### config.mk
export PLATFORM = sky130hd
export DESIGN_NAME = pa2a_queue
export DESIGN_NICKNAME = d
export VERILOG_FILES = /design/src/hw/rtl/pa2a_pkg.sv /design/src/hw/rtl/pa2a_queue.sv
export SDC_FILE = /design/constraint.sdc
export NUM_CORES = 1
export LEC_CHECK = 0
export ABC_AREA = 1
export BUFFER_PORTS_ARGS = -buffer_cell sky130_fd_sc_hd__buf_2
export CAP_MARGIN = 30
export CORE_ASPECT_RATIO = 0.8
export CORE_UTILIZATION = 43
export CTS_BUF_LIST = sky130_fd_sc_hd__clkbuf_8 sky130_fd_sc_hd__clkbuf_16
export CTS_CLUSTER_SIZE = 28
export DETAILED_ROUTE_END_ITERATION = 8
export HOLD_SLACK_MARGIN = 0.15
export PLACE_DENSITY_LB_ADDON = 0.25
export SKIP_CTS_REPAIR_TIMING = 1
export SLEW_MARGIN = 20
export SYNTH_ARGS = -nofsm -noshare
export SYNTH_HDL_FRONTEND = slang
export SYNTH_SLANG_ARGS = --single-unit
export TNS_END_PERCENT = 1
### constraint.sdc
create_clock -name clock -period 5.07 [get_ports clock]
set_input_delay 1.014 -clock clock [delete_from_list [all_inputs] [get_ports clock]]
set_output_delay 1.014 -clock clock [all_outputs]
set_load 0.005 [all_outputs]
### src/hw/rtl/pa2a_pkg.sv
`default_nettype none
package pa2a_pkg;

   localparam int DigitsMax = 10;
   localparam int DigitW    = 4;
   localparam int CountW    = 4;
   localparam int FillW     = 6;

   localparam logic [1:0] FuncSdec  = 2'd0;
   localparam logic [1:0] FuncUdec  = 2'd1;
   localparam logic [1:0] FuncHexLo = 2'd2;
   localparam logic [1:0] FuncHexUp = 2'd3;

   localparam logic [7:0] CharZero  = 8'h30;
   localparam logic [7:0] CharSpace = 8'h20;
   localparam logic [7:0] CharMinus = 8'h2D;
   localparam logic [7:0] CharLowA  = 8'h61;
   localparam logic [7:0] CharUpA   = 8'h41;

   localparam logic [31:0] RecipTen = 32'hCCCC_CCCD;

   typedef logic [DigitW-1:0] digit_type;
   typedef digit_type [DigitsMax-1:0] digits_type;

   typedef struct packed {
      digits_type        digits;
      logic [CountW-1:0] count;
      logic              neg;
      logic [FillW-1:0]  fill;
      logic              fill_zero;
      logic              upper;
   } desc_type;

   function automatic logic [7:0] digit_char(input digit_type d, input logic upper);
      logic [7:0] base;
      base = upper ? CharUpA : CharLowA;
      if (d < 4'd10) begin
         digit_char = CharZero + {4'd0, d};
      end else begin
         digit_char = base + {4'd0, d} - 8'd10;
      end
   endfunction

endpackage
`default_nettype wire

### src/hw/rtl/pa2a_queue.sv
`default_nettype none
module pa2a_queue (
   input  wire logic               clock,
   input  wire logic               reset,
   input  wire logic               push,
   output logic                    push_ready,
   input  wire pa2a_pkg::desc_type push_desc,
   output logic                    pop_valid,
   input  wire logic               pop,
   output pa2a_pkg::desc_type      pop_desc
);
   import pa2a_pkg::*;

   desc_type   mem_ff [2];
   logic       wr_ptr_ff, wr_ptr_in;
   logic       rd_ptr_ff, rd_ptr_in;
   logic [1:0] cnt_ff, cnt_in;
   logic       do_push, do_pop;

   assign push_ready = (cnt_ff != 2'd2);
   assign pop_valid  = (cnt_ff != 2'd0);
   assign pop_desc   = mem_ff[rd_ptr_ff];
   assign do_push    = push && push_ready;
   assign do_pop     = pop && pop_valid;

   always_comb begin
      wr_ptr_in = do_push ? ~wr_ptr_ff : wr_ptr_ff;
      rd_ptr_in = do_pop ? ~rd_ptr_ff : rd_ptr_ff;
      cnt_in    = cnt_ff + {1'b0, do_push} - {1'b0, do_pop};
   end

   always_ff @(posedge clock) begin
      if (reset) begin
         wr_ptr_ff <= 1'b0;
         rd_ptr_ff <= 1'b0;
         cnt_ff    <= 2'd0;
      end else begin
         wr_ptr_ff <= wr_ptr_in;
         rd_ptr_ff <= rd_ptr_in;
         cnt_ff    <= cnt_in;
      end
   end

   always_ff @(posedge clock) begin
      if (do_push) begin
         mem_ff[wr_ptr_ff] <= push_desc;
      end
   end

endmodule
`default_nettype wire

==> results.txt <==
Finished Layout Cells -> 463
Synth Net Count -> 261
share of cells above drive strength 1 -> 0.572
Slew headroom -> 0.647
peak supply drop -> 0.248 mV
clock latency on the worst-skew pair -> 340 ps
DRT Pass-1 Iters -> 4
status -> finished clean
CORE AREA -> 9690 um2
Lkg Pwr -> 2.12 nW
largest net degree at the start of global routing -> 54
met3 wire len -> 507 um
Seq/Total Area, Yosys -> 0.759
Fin Setup TNS -> 0 ps
startpoint types -> register
Crit path required time -> 4060 ps
met2 wire len -> 3190 um
htree depth -> 3
hold path startpoint -> rd_ptr_ff
Yosys cell types -> 12
pwr dens -> 470 nW/um2
final setup vio count -> 0
crit-path cells -> buf_16, mux2_2, buf_2
Longest Clk Path Bufs -> 2
top cell type's share of synthesized area -> 0.736
Root Buffer -> clkbuf_16
initial antenna violation count -> 0
Crit Path Class -> reg -> out
period utilization -> 0.544
ant diodes -> 0
Wirelength per Cell -> 14.6 um
Slew @ Worst Pin -> 528 ps
min-delay worst type -> reg -> reg
initial DRC count -> 69
switch share -> 0.251
chip width -> 114 um
Die Ht -> 91.7 um
fin crit period -> 2760 ps
Clk network pwr share -> 0.267
Worst-path clk slew -> 70 ps
Routed WL -> 6740 um
vias in the first global route -> 2,108
Slowest cell on crit path -> dfxtp_4
WP data arrival -> 1750 ps
M1 wire length -> 2990 um
PortBufs -> 111
top layer in use -> met4
via/cell ratio -> 4.55
DP Area -> 4980 um2
final hold vios -> 0
P_int -> 1.87 mW
Cell Area, Synth -> 4320 um2
CTS tree -> done
Final Net Count -> 381
final core utilization -> 0.547
part of the power in combinational logic -> 0.243
Setup Skew -> 7.95 ps
top cells by area, synth -> edfxtp_1, mux2_4, buf_12, dfxtp_1, nor2_1
io pins -> 112
Flop pwr share -> 0.490
net switching power figure -> 626 uW
Critical R2R Launch -> cnt_ff[0]
Residual DRC -> 0
Yosys top cell by area -> edfxtp_1
Post-DRT Antenna Nets -> 0
highest clock rate -> 362 MHz
CTS buffer count -> 9
Overflow after GRT -> 0
die footprint -> 10,500 um2
first-pass GRT wire length -> 10,400 um
std cell rows -> 32
Mapped Avg Cell Area -> 21.4 um2
Vias -> 2,106
WHS -> 507 ps
Post-Layout Inst Area -> 5300 um2
Seq cells post-synth -> 111
CP peak stage delay -> 580 ps
Layout area overhead -> 22.7%
max cap viols -> 0
placed cells -> 446
RSZ-0062 raised after global routing -> false
GPL Wtd Cong -> 0.756
initial core utilization -> 0.446
CP endpoint kind -> output pin
clock sink count -> 111
synthesis warning total -> 0
CP Max Fanout -> 36
post-DP HPWL -> 4430 um
cell count after synthesis -> 202
GRT Overall Usage -> 0.136
Max Slew Vio Count -> 0
## per-stage QoR
stage	setup slack (ps)	total power [mW]
6_report	2310	2.49
3_3_place_gp	2250	1.83
3_5_place_dp	2460	1.85
2_1_floorplan	1300	1.66
5_1_grt	2230	2.62
4_1_cts	2080	2.52
## cell families after synthesis
group,Yosys count,share of synthesized area
buffers and inverters,14,0.0327
adder cells (fa/ha/maj),2,0.00579
AO/OA/AOI/OAI,2,0.00232
AND/OR/NAND/NOR,20,0.0182
flip-flops,111,0.759
multiplexers,53,0.181
## layout by cell type, fill, tap and decap left out
cell type    n
clkinv_2     1
buf_12       1
clkbuf_16    9
nor2_1       8
clkinv_4     3
mux2_4      50
buf_4        2
buf_16       1
dfxtp_4      1
buf_2      111
ha_1         2
nor2_4       1
a21oi_1      2
nand2_1      8
mux2_2       3
inv_1        7
clkbuf_8     2
dfxtp_1      4
inv_2        1
inv_6        1
nand3_1      3
edfxtp_1   106
## cells in the mapped netlist
| cell | number |
|---|---|
| a21oi_1 | 2 |
| buf_12 | 5 |
| nand2_1 | 8 |
| mux2_4 | 50 |
| buf_6 | 1 |
| edfxtp_1 | 106 |
| ha_1 | 2 |
| inv_1 | 8 |
| nand3_1 | 3 |
| mux2_2 | 3 |
| nor2_1 | 9 |
| dfxtp_1 | 5 |
## state kept, by name (all words and copies together), names as in the netlist, named ones only
signal / flops
cnt_ff: 2
wr_ptr_ff: 1
mem_ff: 106
rd_ptr_ff: 1
## final timing paths
kind                    to  slack, ps  depth (start not counted)
max reg2reg  mem_ff[1][50]       3060                          5
min reg2reg       register        510                          2
max            pop_desc[1]       2310                          3
min               register        510                          2
## layer usage
layer  up-vias  track usage
met5         -            0
met4         0       0.0519
met3         6       0.0549
met2        75        0.206
met1      1020        0.176
li1       1005            -
## power groups by stage
stage	combinational, mW	sequential, mW	clock, mW
after CTS	0.566	1.27	0.685
after global routing	0.666	1.23	0.721
after global placement	0.550	1.28	0
after floorplan	0.450	1.21	0
final	0.607	1.22	0.665
after detailed placement	0.564	1.29	0
## critical path, delay by kind of cell, from the launching register on
family	cells	cell delay [ps]
buffers and inverters	2	410
flip-flops	1	580
multiplexers	1	370
## final cells by class
type | count | area (um2)
Timing Repair Buffer | 115 | 618
Clock inverter | 5 | 40.0
Sequential cell | 111 | 3290
Multi-Input combinational cell | 77 | 906
Clock buffer | 11 | 253
Tap cell | 136 | 170
Inverter | 8 | 30.0
Fill cell | 807 | 4390
No activity file was read; power rests on OpenSTA's default activity.
