--- src/hw/rtl/pa2a_pkg.sv ---
`default_nettype none
package pa2a_pkg;

   localparam int DigitsMax = 10;
   localparam int DigitW    = 4;
   localparam int CountW    = 4;
   localparam int FillW     = 6;

   localparam logic [1:0] FuncSdec  = 2'd0;
   localparam logic [1:0] FuncUdec  = 2'd1;
   localparam logic [1:0] FuncHexLo = 2'd2;
   localparam logic [1:0] FuncHexUp = 2'd3;

   localparam logic [7:0] CharZero  = 8'h30;
   localparam logic [7:0] CharSpace = 8'h20;
   localparam logic [7:0] CharMinus = 8'h2D;
   localparam logic [7:0] CharLowA  = 8'h61;
   localparam logic [7:0] CharUpA   = 8'h41;

   localparam logic [31:0] RecipTen = 32'hCCCC_CCCD;

   typedef logic [DigitW-1:0] digit_type;
   typedef digit_type [DigitsMax-1:0] digits_type;

   typedef struct packed {
      digits_type        digits;
      logic [CountW-1:0] count;
      logic              neg;
      logic [FillW-1:0]  fill;
      logic              fill_zero;
      logic              upper;
   } desc_type;

   function automatic logic [7:0] digit_char(input digit_type d, input logic upper);
      logic [7:0] base;
      base = upper ? CharUpA : CharLowA;
      if (d < 4'd10) begin
         digit_char = CharZero + {4'd0, d};
      end else begin
         digit_char = base + {4'd0, d} - 8'd10;
      end
   endfunction

endpackage
`default_nettype wire

--- src/hw/rtl/pa2a_back.sv ---
`default_nettype none
module pa2a_back (
   input  wire logic               clock,
   input  wire logic               reset,
   input  wire logic               pop_valid,
   output logic                    pop,
   input  wire pa2a_pkg::desc_type pop_desc,
   output logic                    rsp_tvalid,
   input  wire logic               rsp_tready,
   output logic [7:0]              rsp_tdata,
   output logic                    rsp_tlast
);
   import pa2a_pkg::*;

   logic              busy_ff, busy_in;
   digits_type        digits_ff, digits_in;
   logic [CountW-1:0] count_ff, count_in;
   logic              neg_ff, neg_in;
   logic [FillW-1:0]  fill_ff, fill_in;
   logic              zero_ff, zero_in;
   logic              upper_ff, upper_in;
   logic              vld_ff, vld_in;
   logic [7:0]        ch_ff, ch_in;
   logic              last_ff, last_in;
   logic              adv;
   logic              is_last;

   assign pop        = !busy_ff && pop_valid;
   assign adv        = busy_ff && (!vld_ff || rsp_tready);
   assign is_last    = (fill_ff == '0) && !neg_ff && (count_ff == 4'd1);
   assign rsp_tvalid = vld_ff;
   assign rsp_tdata  = ch_ff;
   assign rsp_tlast  = last_ff;

   always_comb begin
      busy_in   = busy_ff;
      digits_in = digits_ff;
      count_in  = count_ff;
      neg_in    = neg_ff;
      fill_in   = fill_ff;
      zero_in   = zero_ff;
      upper_in  = upper_ff;
      vld_in    = vld_ff && !rsp_tready;
      ch_in     = ch_ff;
      last_in   = last_ff;
      if (pop) begin
         busy_in   = 1'b1;
         digits_in = pop_desc.digits;
         count_in  = pop_desc.count;
         neg_in    = pop_desc.neg;
         fill_in   = pop_desc.fill;
         zero_in   = pop_desc.fill_zero;
         upper_in  = pop_desc.upper;
      end else if (adv) begin
         vld_in  = 1'b1;
         last_in = is_last;
         if (fill_ff != '0) begin
            ch_in   = zero_ff ? CharZero : CharSpace;
            fill_in = fill_ff - 6'd1;
         end else if (neg_ff) begin
            ch_in  = CharMinus;
            neg_in = 1'b0;
         end else begin
            ch_in     = digit_char(digits_ff[0], upper_ff);
            digits_in = digits_type'(digits_ff >> DigitW);
            count_in  = count_ff - 4'd1;
         end
         if (is_last) begin
            busy_in = 1'b0;
         end
      end
   end

   always_ff @(posedge clock) begin
      if (reset) begin
         busy_ff <= 1'b0;
         vld_ff  <= 1'b0;
      end else begin
         busy_ff <= busy_in;
         vld_ff  <= vld_in;
      end
      digits_ff <= digits_in;
      count_ff  <= count_in;
      neg_ff    <= neg_in;
      fill_ff   <= fill_in;
      zero_ff   <= zero_in;
      upper_ff  <= upper_in;
      ch_ff     <= ch_in;
      last_ff   <= last_in;
   end

endmodule
`default_nettype wire

--- config.mk ---
export PLATFORM = sky130hd
export DESIGN_NAME = pa2a_back
export DESIGN_NICKNAME = d
export VERILOG_FILES = /design/src/hw/rtl/pa2a_pkg.sv /design/src/hw/rtl/pa2a_back.sv
export SDC_FILE = /design/constraint.sdc
export NUM_CORES = 1
export LEC_CHECK = 0
export BUFFER_PORTS_ARGS = -buffer_cell sky130_fd_sc_hd__buf_2
export CAP_MARGIN = 10
export CORE_ASPECT_RATIO = 1.2
export CORE_MARGIN = 2
export CORE_UTILIZATION = 57
export CTS_CLUSTER_DIAMETER = 100
export DETAILED_ROUTE_END_ITERATION = 6
export PLACE_DENSITY = 0.81
export SLEW_MARGIN = 20
export SYNTH_ARGS = -nofsm -noshare
export SYNTH_HDL_FRONTEND = slang
export SYNTH_SLANG_ARGS = --single-unit
--- constraint.sdc ---
create_clock -name clock -period 8.75 [get_ports clock]
set_clock_uncertainty 0.1 [all_clocks]
set_input_delay 1.3125 -clock clock [delete_from_list [all_inputs] [get_ports clock]]
set_output_delay 1.3125 -clock clock [all_outputs]
set_load 0.02 [all_outputs]
==> results of run 1 <==
logic make-up (layout without fill, tap and decap cells):
family | count (synthesis) | in the layout | synth area share [%]
AOI/OAI and AO/OA | 27 | 27 | 5.263
xor gates and xnor gates | 6 | 6 | 1.842
adders and majority gates | 5 | 5 | 2.193
buffers and inverters | 26 | 97 | 3.596
DFF | 63 | 63 | 65.61
muxes | 1 | 1 | 0.3509
other | 1 | 1 | 0.1315
and+or+nand+nor | 144 | 144 | 21.01
through the flow:
step / hold WS (ns) / setup slack [ns] / cells
after floorplan: 0.3412 / 3.349 / 273
after global placement: 0.3534 / 5.139 / 388
after detailed placement: 0.3755 / 5.146 / 388
after CTS: 0.3864 / 5.138 / 404
after global routing: 0.4139 / 5.034 / 404
final: 0.3819 / 5.130 / 404
cell type report:
type	instances	area share [%]
clock buffer	10	3.697
inverter	12	1.305
sequential	63	54.22
clock inverter	6	2.465
multi-input combinational	184	25.92
tap	60	2.175
timing repair buffer	69	10.22
routing by layer:
layer  vias to the layer above  routed length (um)  track usage (%)  share of wire (%)
met3                        12                 301            6.164                5.6
met2                        73                2793            35.87                 52
li1                       1041                   -                -                  -
met1                       958                2139            24.02                 40
met4                         0                  98            9.800                1.8
met5                         -                   0                0                  0
worst min path at each step:
stage | slack [ns] | cells after the start | startpoint | endpoint
6_report | 0.38 | 2 | busy_ff | rsp_tvalid
5_1_grt | 0.41 | 2 | busy_ff | rsp_tvalid
4_1_cts | 0.39 | 2 | busy_ff | rsp_tvalid
3_5_place_dp | 0.38 | 2 | busy_ff | rsp_tvalid
3_3_place_gp | 0.35 | 2 | busy_ff | rsp_tvalid
2_1_floorplan | 0.34 | 2 | busy_ff | rsp_tvalid
sequential cells by signal, summed over array words and instances, names as in the netlist:
signal,count
neg_ff,1
digits_ff,40
upper_ff,1
count_ff,4
rsp_tvalid,1
rsp_tdata,7
busy_ff,1
zero_ff,1
rsp_tlast,1
fill_ff,6
layout by cell type, fill, tap and decap left out, drive strengths merged, types with 8 or more instances in the layout:
cell type / n
nand2: 116
a21oi: 13
edfxtp: 61
nor2: 10
clkbuf: 10
o21ai: 8
buf: 69
inv: 12
power breakdown:
| group | total (mW) | internal [mW] | switching [mW] |
|---|---|---|---|
| registers | 0.376 | 0.363 | 0.0130 |
| clock network | 0.268 | 0.159 | 0.109 |
| logic | 0.0798 | 0.0325 | 0.0473 |
tightest hold or removal path: stages (launching register included):
cell and delay (ns):
dfxtp_1 0.33, inv_1 0.06, a21oi_1 0.05
==> results.txt, run 1 <==
In the synthesized netlist the dominant register cell turns out to be edfxtp_1. The most critical setup path has its startpoint at pop_valid. The worst reg2reg path depth came out at 4. The instance area after placement is 0.003239 mm2. The commonest cells after synthesis are nand2_1, edfxtp_1, a21oi_1. The number of antenna violations at the first check in global routing came out at 0. The setup TNS came out at 0 ns. The number of clock sinks seen by CTS came out at 63.

Summed over all instances, the cell type with the most area after synthesis is edfxtp_1. The maximum frequency from static timing analysis came out at 276.3 MHz. The number of enable-type register cells in the synthesized netlist came out at 61. VDD sags by at most 141.5 uV. The category of the worst setup path capture point is an output port.

The max-capacitance violation count came out at 0. The die span in x came out at 68.58 um. From bottom edge to top edge, the die measures 81.50 um.

The via count of the first global-routing pass was 2045. TritonCTS built the clock tree. The insertion delay of the later-clocked pin in the worst-skew pair is 0.34 ns. After floorplanning, the core was divided into 28 placement rows. Setup repair after global routing left no endpoint under its margin. The number of buffers on the longest clock path came out at 2. The total of endpoints with negative setup slack in the final report is 0. The net count of the finished layout is 401.

The total buffers and inverters traversed by the critical path came out at 4. The startpoint-to-endpoint class of the critical path is in2out. The total nets after synthesis came out at 335. The tightest min-delay check is of the reg2reg type. The clock input transition at the sequential cells of the worst setup and hold paths came out at 0.06 ns. The slew of the pin with the lowest slew margin came out at 0.5575 ns. The required arrival time at the worst endpoint came out at 7.34 ns. The worst slew margin relative to its limit came out at 62.83%.

CTS placed an instance of clkbuf_8 at the clock tree root. The post-cts repair resize count is 0. The number of filler instances in the final layout is 369. The hold buffer count at cts came out at 0. After detailed routing, the number of remaining DRC violations is 0. Post-CTS timing repair inserted 0 buffers for setup. The worst endpoint data arrival time is 2.21 ns.

Entering global routing, the biggest net connects 53 pins. Of all nets on the critical path, the largest fanout is 51. For this run, the register share of the synthesized area comes to 65.61%.

The fraction of final layout cells with drive strength greater than 1 is 25.58%. The synthesized area divided by synthesized cell count came out at 10.45 um2. The cell area that synthesis handed to floorplanning was 0.002853 mm2. The post-DP HPWL is 3632 um. The global-route wire length before repair is 8500 um. The standby leakage power came out at 1.532 nW. The global placement routability congestion came out at 0.7768. The detail-routed via count per cell came out at 5.158.

The cell repeated most along the worst path is buf_2. The multi-input combinational cells in the finished layout cover a total of 894.6 um2. Overall power consumption after layout is estimated at 0.7241 mW. The CTS buffer count is 9.

Ranked by total cell area, the synthesized netlist is headed by edfxtp_1, nand2_1, a21oi_1. The effective utilization at floorplan came out at 58.58%. The largest stage delay on the critical path is 0.42 ns. The number of warnings reported in the yosys synthesis log came out at 0. The vias after detailed routing is 2084. Dividing the final minimum period by the clock period gives 41.37%. Compared with the post-synthesis result, the final layout area differs by 21.01%. The count of nets left with antenna violations once routing finished came out at 0. The first TritonRoute pass finished after 4 iterations.

The number of distinct standard cells referenced by the synthesized netlist came out at 33. In this run the standard cell core region covers 0.004870 mm2. Counting every instance in the synthesized netlist gives 273.

The routed length per instance came out at 13.20 um. In this run the critical register-to-register path is captured at digits_ff[35]. Of the post-synthesis cell area, the dominant cell type holds 64.21%. The global-route usage over all layers is 21.07%. STA classifies the critical path startpoint as an input port. In this run the critical register-to-register path is launched from fill_ff[3]. The I/O pin count came out at 68. Counting flops with an async set or reset pin after synthesis yields a share of 0%. The final core utilization is 70.89%. The power per unit of standard cell area came out at 209.8 mW/mm2. The repair_antennas step left the layout with diodes totalling 0. On the critical path, the stage with the largest delay is an instance of buf_4. The total wirelength of the detailed-routed design came out at 5333 um. The number of hold violations in the final report is 0. Broken down by cell family, the worst path's largest delay share belongs to buffers and inverters.

The H-tree depth came out at 3. Counting buffers and inverters, the worst setup path is 5 cells deep. The internal reg-to-reg setup slack came out at 6.34 ns.

The combined flip-flop and latch cell area is 0.001872 mm2. The most repeated cell in the gate-level netlist after synthesis is nand2_1. The area of the die came out at 0.005589 mm2.

For this run the aggregate overflow at the end of global routing stands at 0. The number of storage elements in the synthesis netlist came out at 63. The endpoint of the most critical setup path is pop. The total count of max-transition violations in the final report is 0. The final critical path time including I/O delays and setup is 3.620 ns.

The flow ran to the end, and the final reports show no timing, DRC or antenna violations. Walking the worst path, the cells encountered are buf_2 -> nand2b_2 -> buf_4 -> inv_1 -> buf_2. The number of buffers inserted by port buffering came out at 66. The area of all placed cells without fillers came out at 0.003452 mm2. The violation count after the first detailed-route iteration is 146.
Power figures use the tool's default switching activity.
==> run 2, diff against run 1 <==
--- a/config.mk
+++ b/config.mk
@@ -9,10 +9,10 @@
 export CAP_MARGIN = 10
 export CORE_ASPECT_RATIO = 1.2
 export CORE_MARGIN = 2
-export CORE_UTILIZATION = 57
+export CORE_UTILIZATION = 48
 export CTS_CLUSTER_DIAMETER = 100
 export DETAILED_ROUTE_END_ITERATION = 6
-export PLACE_DENSITY = 0.81
+export PLACE_DENSITY = 0.73
 export SLEW_MARGIN = 20
 export SYNTH_ARGS = -nofsm -noshare
 export SYNTH_HDL_FRONTEND = slang
==> constraint.sdc (replaced) <==
create_clock -name clock -period 3.2 [get_ports clock]
set_clock_uncertainty 0.1 [all_clocks]
set_input_delay 0.48 -clock clock [delete_from_list [all_inputs] [get_ports clock]]
set_output_delay 0.48 -clock clock [all_outputs]
set_load 0.02 [all_outputs]
==> run 2 against run 1 <==
Core utilization fell by 8.8 points. Power rose to 3.0 times the previous value. Cell count rose by 5.2%. Critical path depth did not move. Non-clock buffer count rose by 1. Sequential power rose to 2.7 times the previous value. Sequential share of layout area fell by 1.3 points. Clock-buffer cell count fell by 1.
==> results.txt, run 2 (synthesized netlist as in run 1, its figures left out) <==
The H-tree depth is 3 (unchanged). The max-capacitance violation count came to 0 (unchanged). The total count of max-transition violations in the final report came to 0 (unchanged). The largest stage delay on the critical path came out at 0.49 ns (+0.07 ns). Dividing the final minimum period by the clock period gives 72.99%. The internal power summed over all cells was 1.680 mW (+200%).

The setup TNS came out at 0 ns (unchanged). The global-route usage over all layers came out at 17.22% (-3.9 points). The number of filler instances in the final layout is 521 (+41%).

The residual DRC count is 0 (unchanged). Leaving out fill and tap cells, the most frequent cell in the layout is nand2_1. The signal on the critical path passes through inv_1 -> ha_1 -> nand4bb_1 -> o31ai_4 -> buf_4.

The final core utilization came out at 62.04% (-8.8 points). The hold buffer count at cts is 0 (unchanged). The biggest fanout along the worst timing path came out at 44 (-14%). The area of all placed cells without fillers came out at 0.003540 mm2 (+2.5%). The insertion delay of the later-clocked pin in the worst-skew pair came out at 0.34 ns (about the same). The number of antenna violations at the first check in global routing is 0 (unchanged). The number of standard-cell rows in the floorplan is 30 (+7.1%). The global-route wire length before repair is 8424 um (-0.89%).

The flow ran to the end, and the final reports show no timing, DRC or antenna violations. The cell chosen for the clock root is clkbuf_8. The total of endpoints with negative setup slack in the final report is 0 (unchanged). The post-detailed-route count of antenna-violating nets is 0 (unchanged). The vias after detailed routing came out at 2013 (-3.4%). The maximum number of pins on one net before global-route repair came to 51 (-3.8%).

Setup repair after global routing left no endpoint under its margin. The register with the most flip-flops in the final layout is digits_ff. The required arrival time at the worst endpoint came out at 3.08 ns (-4.26 ns). The final critical path time including I/O delays and setup came out at 2.336 ns. The number of buffers on the longest clock path came out at 2 (unchanged). The flip-flop count of the largest register, all copies and words added came to 40 (unchanged). The layout overhead on the synthesized area is 24.08%. The standby leakage power came out at 1.561 nW (+1.9%). The worst ir drop on vdd is 323.2 uV (+130%).

The floorplan die height came out at 88.45 um (+8.5%). The startpoint kind of the worst setup timing path is a flop. The area of the placeable core is 0.005705 mm2 (+17%). The largest individual stage delay along the critical path comes from the cell buf_4. The number of hold violations in the final report is 0 (unchanged). The instance area after placement is 0.003272 mm2 (+1.0%).

The area of the multi-input gates was 894.6 um2 (unchanged). The CTS buffer count came out at 9 (unchanged). The post-cts repair resize count came out at 0 (unchanged). The routed length per instance is 11.93 um (-9.6%). The global placement routability congestion came out at 0.7649 (-1.5%). The worst slew margin relative to its limit is 63.67% (+0.84 points). The residual overflow from global routing was 0 (unchanged).

The clock share of power came out at 42.4% (+5.3 points). The net switching power came out at 0.4773 mW (+180%). The power per unit of standard cell area is 609.5 mW/mm2 (+190%). The worst endpoint data arrival time came out at 2.21 ns (about the same). The CTS tree is yes. The internal reg-to-reg setup slack came out at 0.86 ns (-5.48 ns). The via count of the first global-routing pass is 1952 (-4.5%). The net count of the finished layout is 402 (+0.25%). The setup path with the least slack is of type reg2reg.

The effective utilization at floorplan is 50.00% (-8.6 points). The category of the worst setup path capture point is a flop. The area of the die is 0.006578 mm2 (+18%).

The combined flip-flop and latch cell area was 0.001872 mm2 (unchanged). The detail-routed via count per cell is 4.736 (-8.2%). The number of antenna repair diodes is 0 (unchanged).

The violation count after the first detailed-route iteration was 96 (-34%). The tightest min-delay check is of the in2reg type. The number of buffers inserted by port buffering came out at 66 (unchanged). The worst reg2reg path depth is 5 (+1). The worst hold path cell count is 2 (unchanged). The clock input transition at the sequential cells of the worst setup and hold paths came out at 0.07 ns (about the same).

The number of clock sinks seen by CTS is 63 (unchanged). The maximum frequency from static timing analysis is 428.1 MHz. The part of the power in combinational logic came to 10.1% (-0.9 points). The total wirelength of the detailed-routed design is 5069 um (-5.0%). The die span in x came out at 74.38 um (+8.4%). The first-pass iteration count of the detailed router came to 4 (unchanged). The fraction of final layout cells with drive strength greater than 1 was 26.09% (+0.51 points).

The I/O pin count is 68 (unchanged). The buffer count from post-CTS setup fixing is 0 (unchanged). The fraction of power consumed by sequential logic came out at 47.5% (-4.4 points). The slew of the pin with the lowest slew margin came out at 0.5449 ns (-0.01261 ns). The switching power share of the total was 22.13% (-1.3 points). The library cells used most frequently in the layout, excluding fill and tap cells, are nand2_1, buf_2, edfxtp_1, a21oi_1, inv_1. The post-DP HPWL came out at 3475 um (-4.3%).
==> run 2: path summary, 6_finish.rpt <==
kind              start             to
min               reset     rsp_tvalid
min reg2reg     busy_ff     rsp_tvalid
max          fill_ff[0]  digits_ff[11]
max reg2reg  fill_ff[0]  digits_ff[11]
==> run 2: final cells by class <==
type | count | share of cell area [%]
Timing Repair Buffer | 70 | 10.18
Multi-Input combinational cell | 184 | 25.27
Clock inverter | 7 | 4.065
Inverter | 12 | 1.273
Sequential cell | 63 | 52.88
Tap cell | 80 | 2.828
Clock buffer | 9 | 3.499
==> run 2: worst max-delay path, delay by kind of cell (launching register included) <==
kind	cells	cell delay (ns)
buffers and inverters	2	0.60
DFF	1	0.42
and+or+nand+nor	1	0.35
AOI/OAI and AO/OA	1	0.31
adders and majority gates	1	0.17
==> run 2: through the flow <==
stage	std cells	total power, mW	hold WS [ns]	worst slack (ns)
2_1_floorplan	273	1.182	0.3412	0.5988
6_report	425	2.157	0.2144	0.8642
3_5_place_dp	409	1.263	0.3793	0.8649
4_1_cts	425	2.176	0.1998	0.8468
5_1_grt	425	2.245	0.2071	0.6623
3_3_place_gp	409	1.255	0.3570	0.9197
==> run 2: layer usage <==
layer  GRT usage [%]  wire length (um)  vias up
met5               0                 0        -
met4           7.630                77        0
met3           5.467               258        7
met2           27.27              2384       52
met1           21.66              2348      906
li1                -                 -     1048
==> run 2: power by group through the flow <==
stage | combinational (mW) | sequential, mW | clock (mW)
global placement | 0.215 | 1.04 | 0
detailed placement | 0.219 | 1.04 | 0
finish | 0.217 | 1.03 | 0.915
floorplan | 0.140 | 1.04 | 0
global route | 0.251 | 1.03 | 0.961
CTS | 0.221 | 1.03 | 0.929
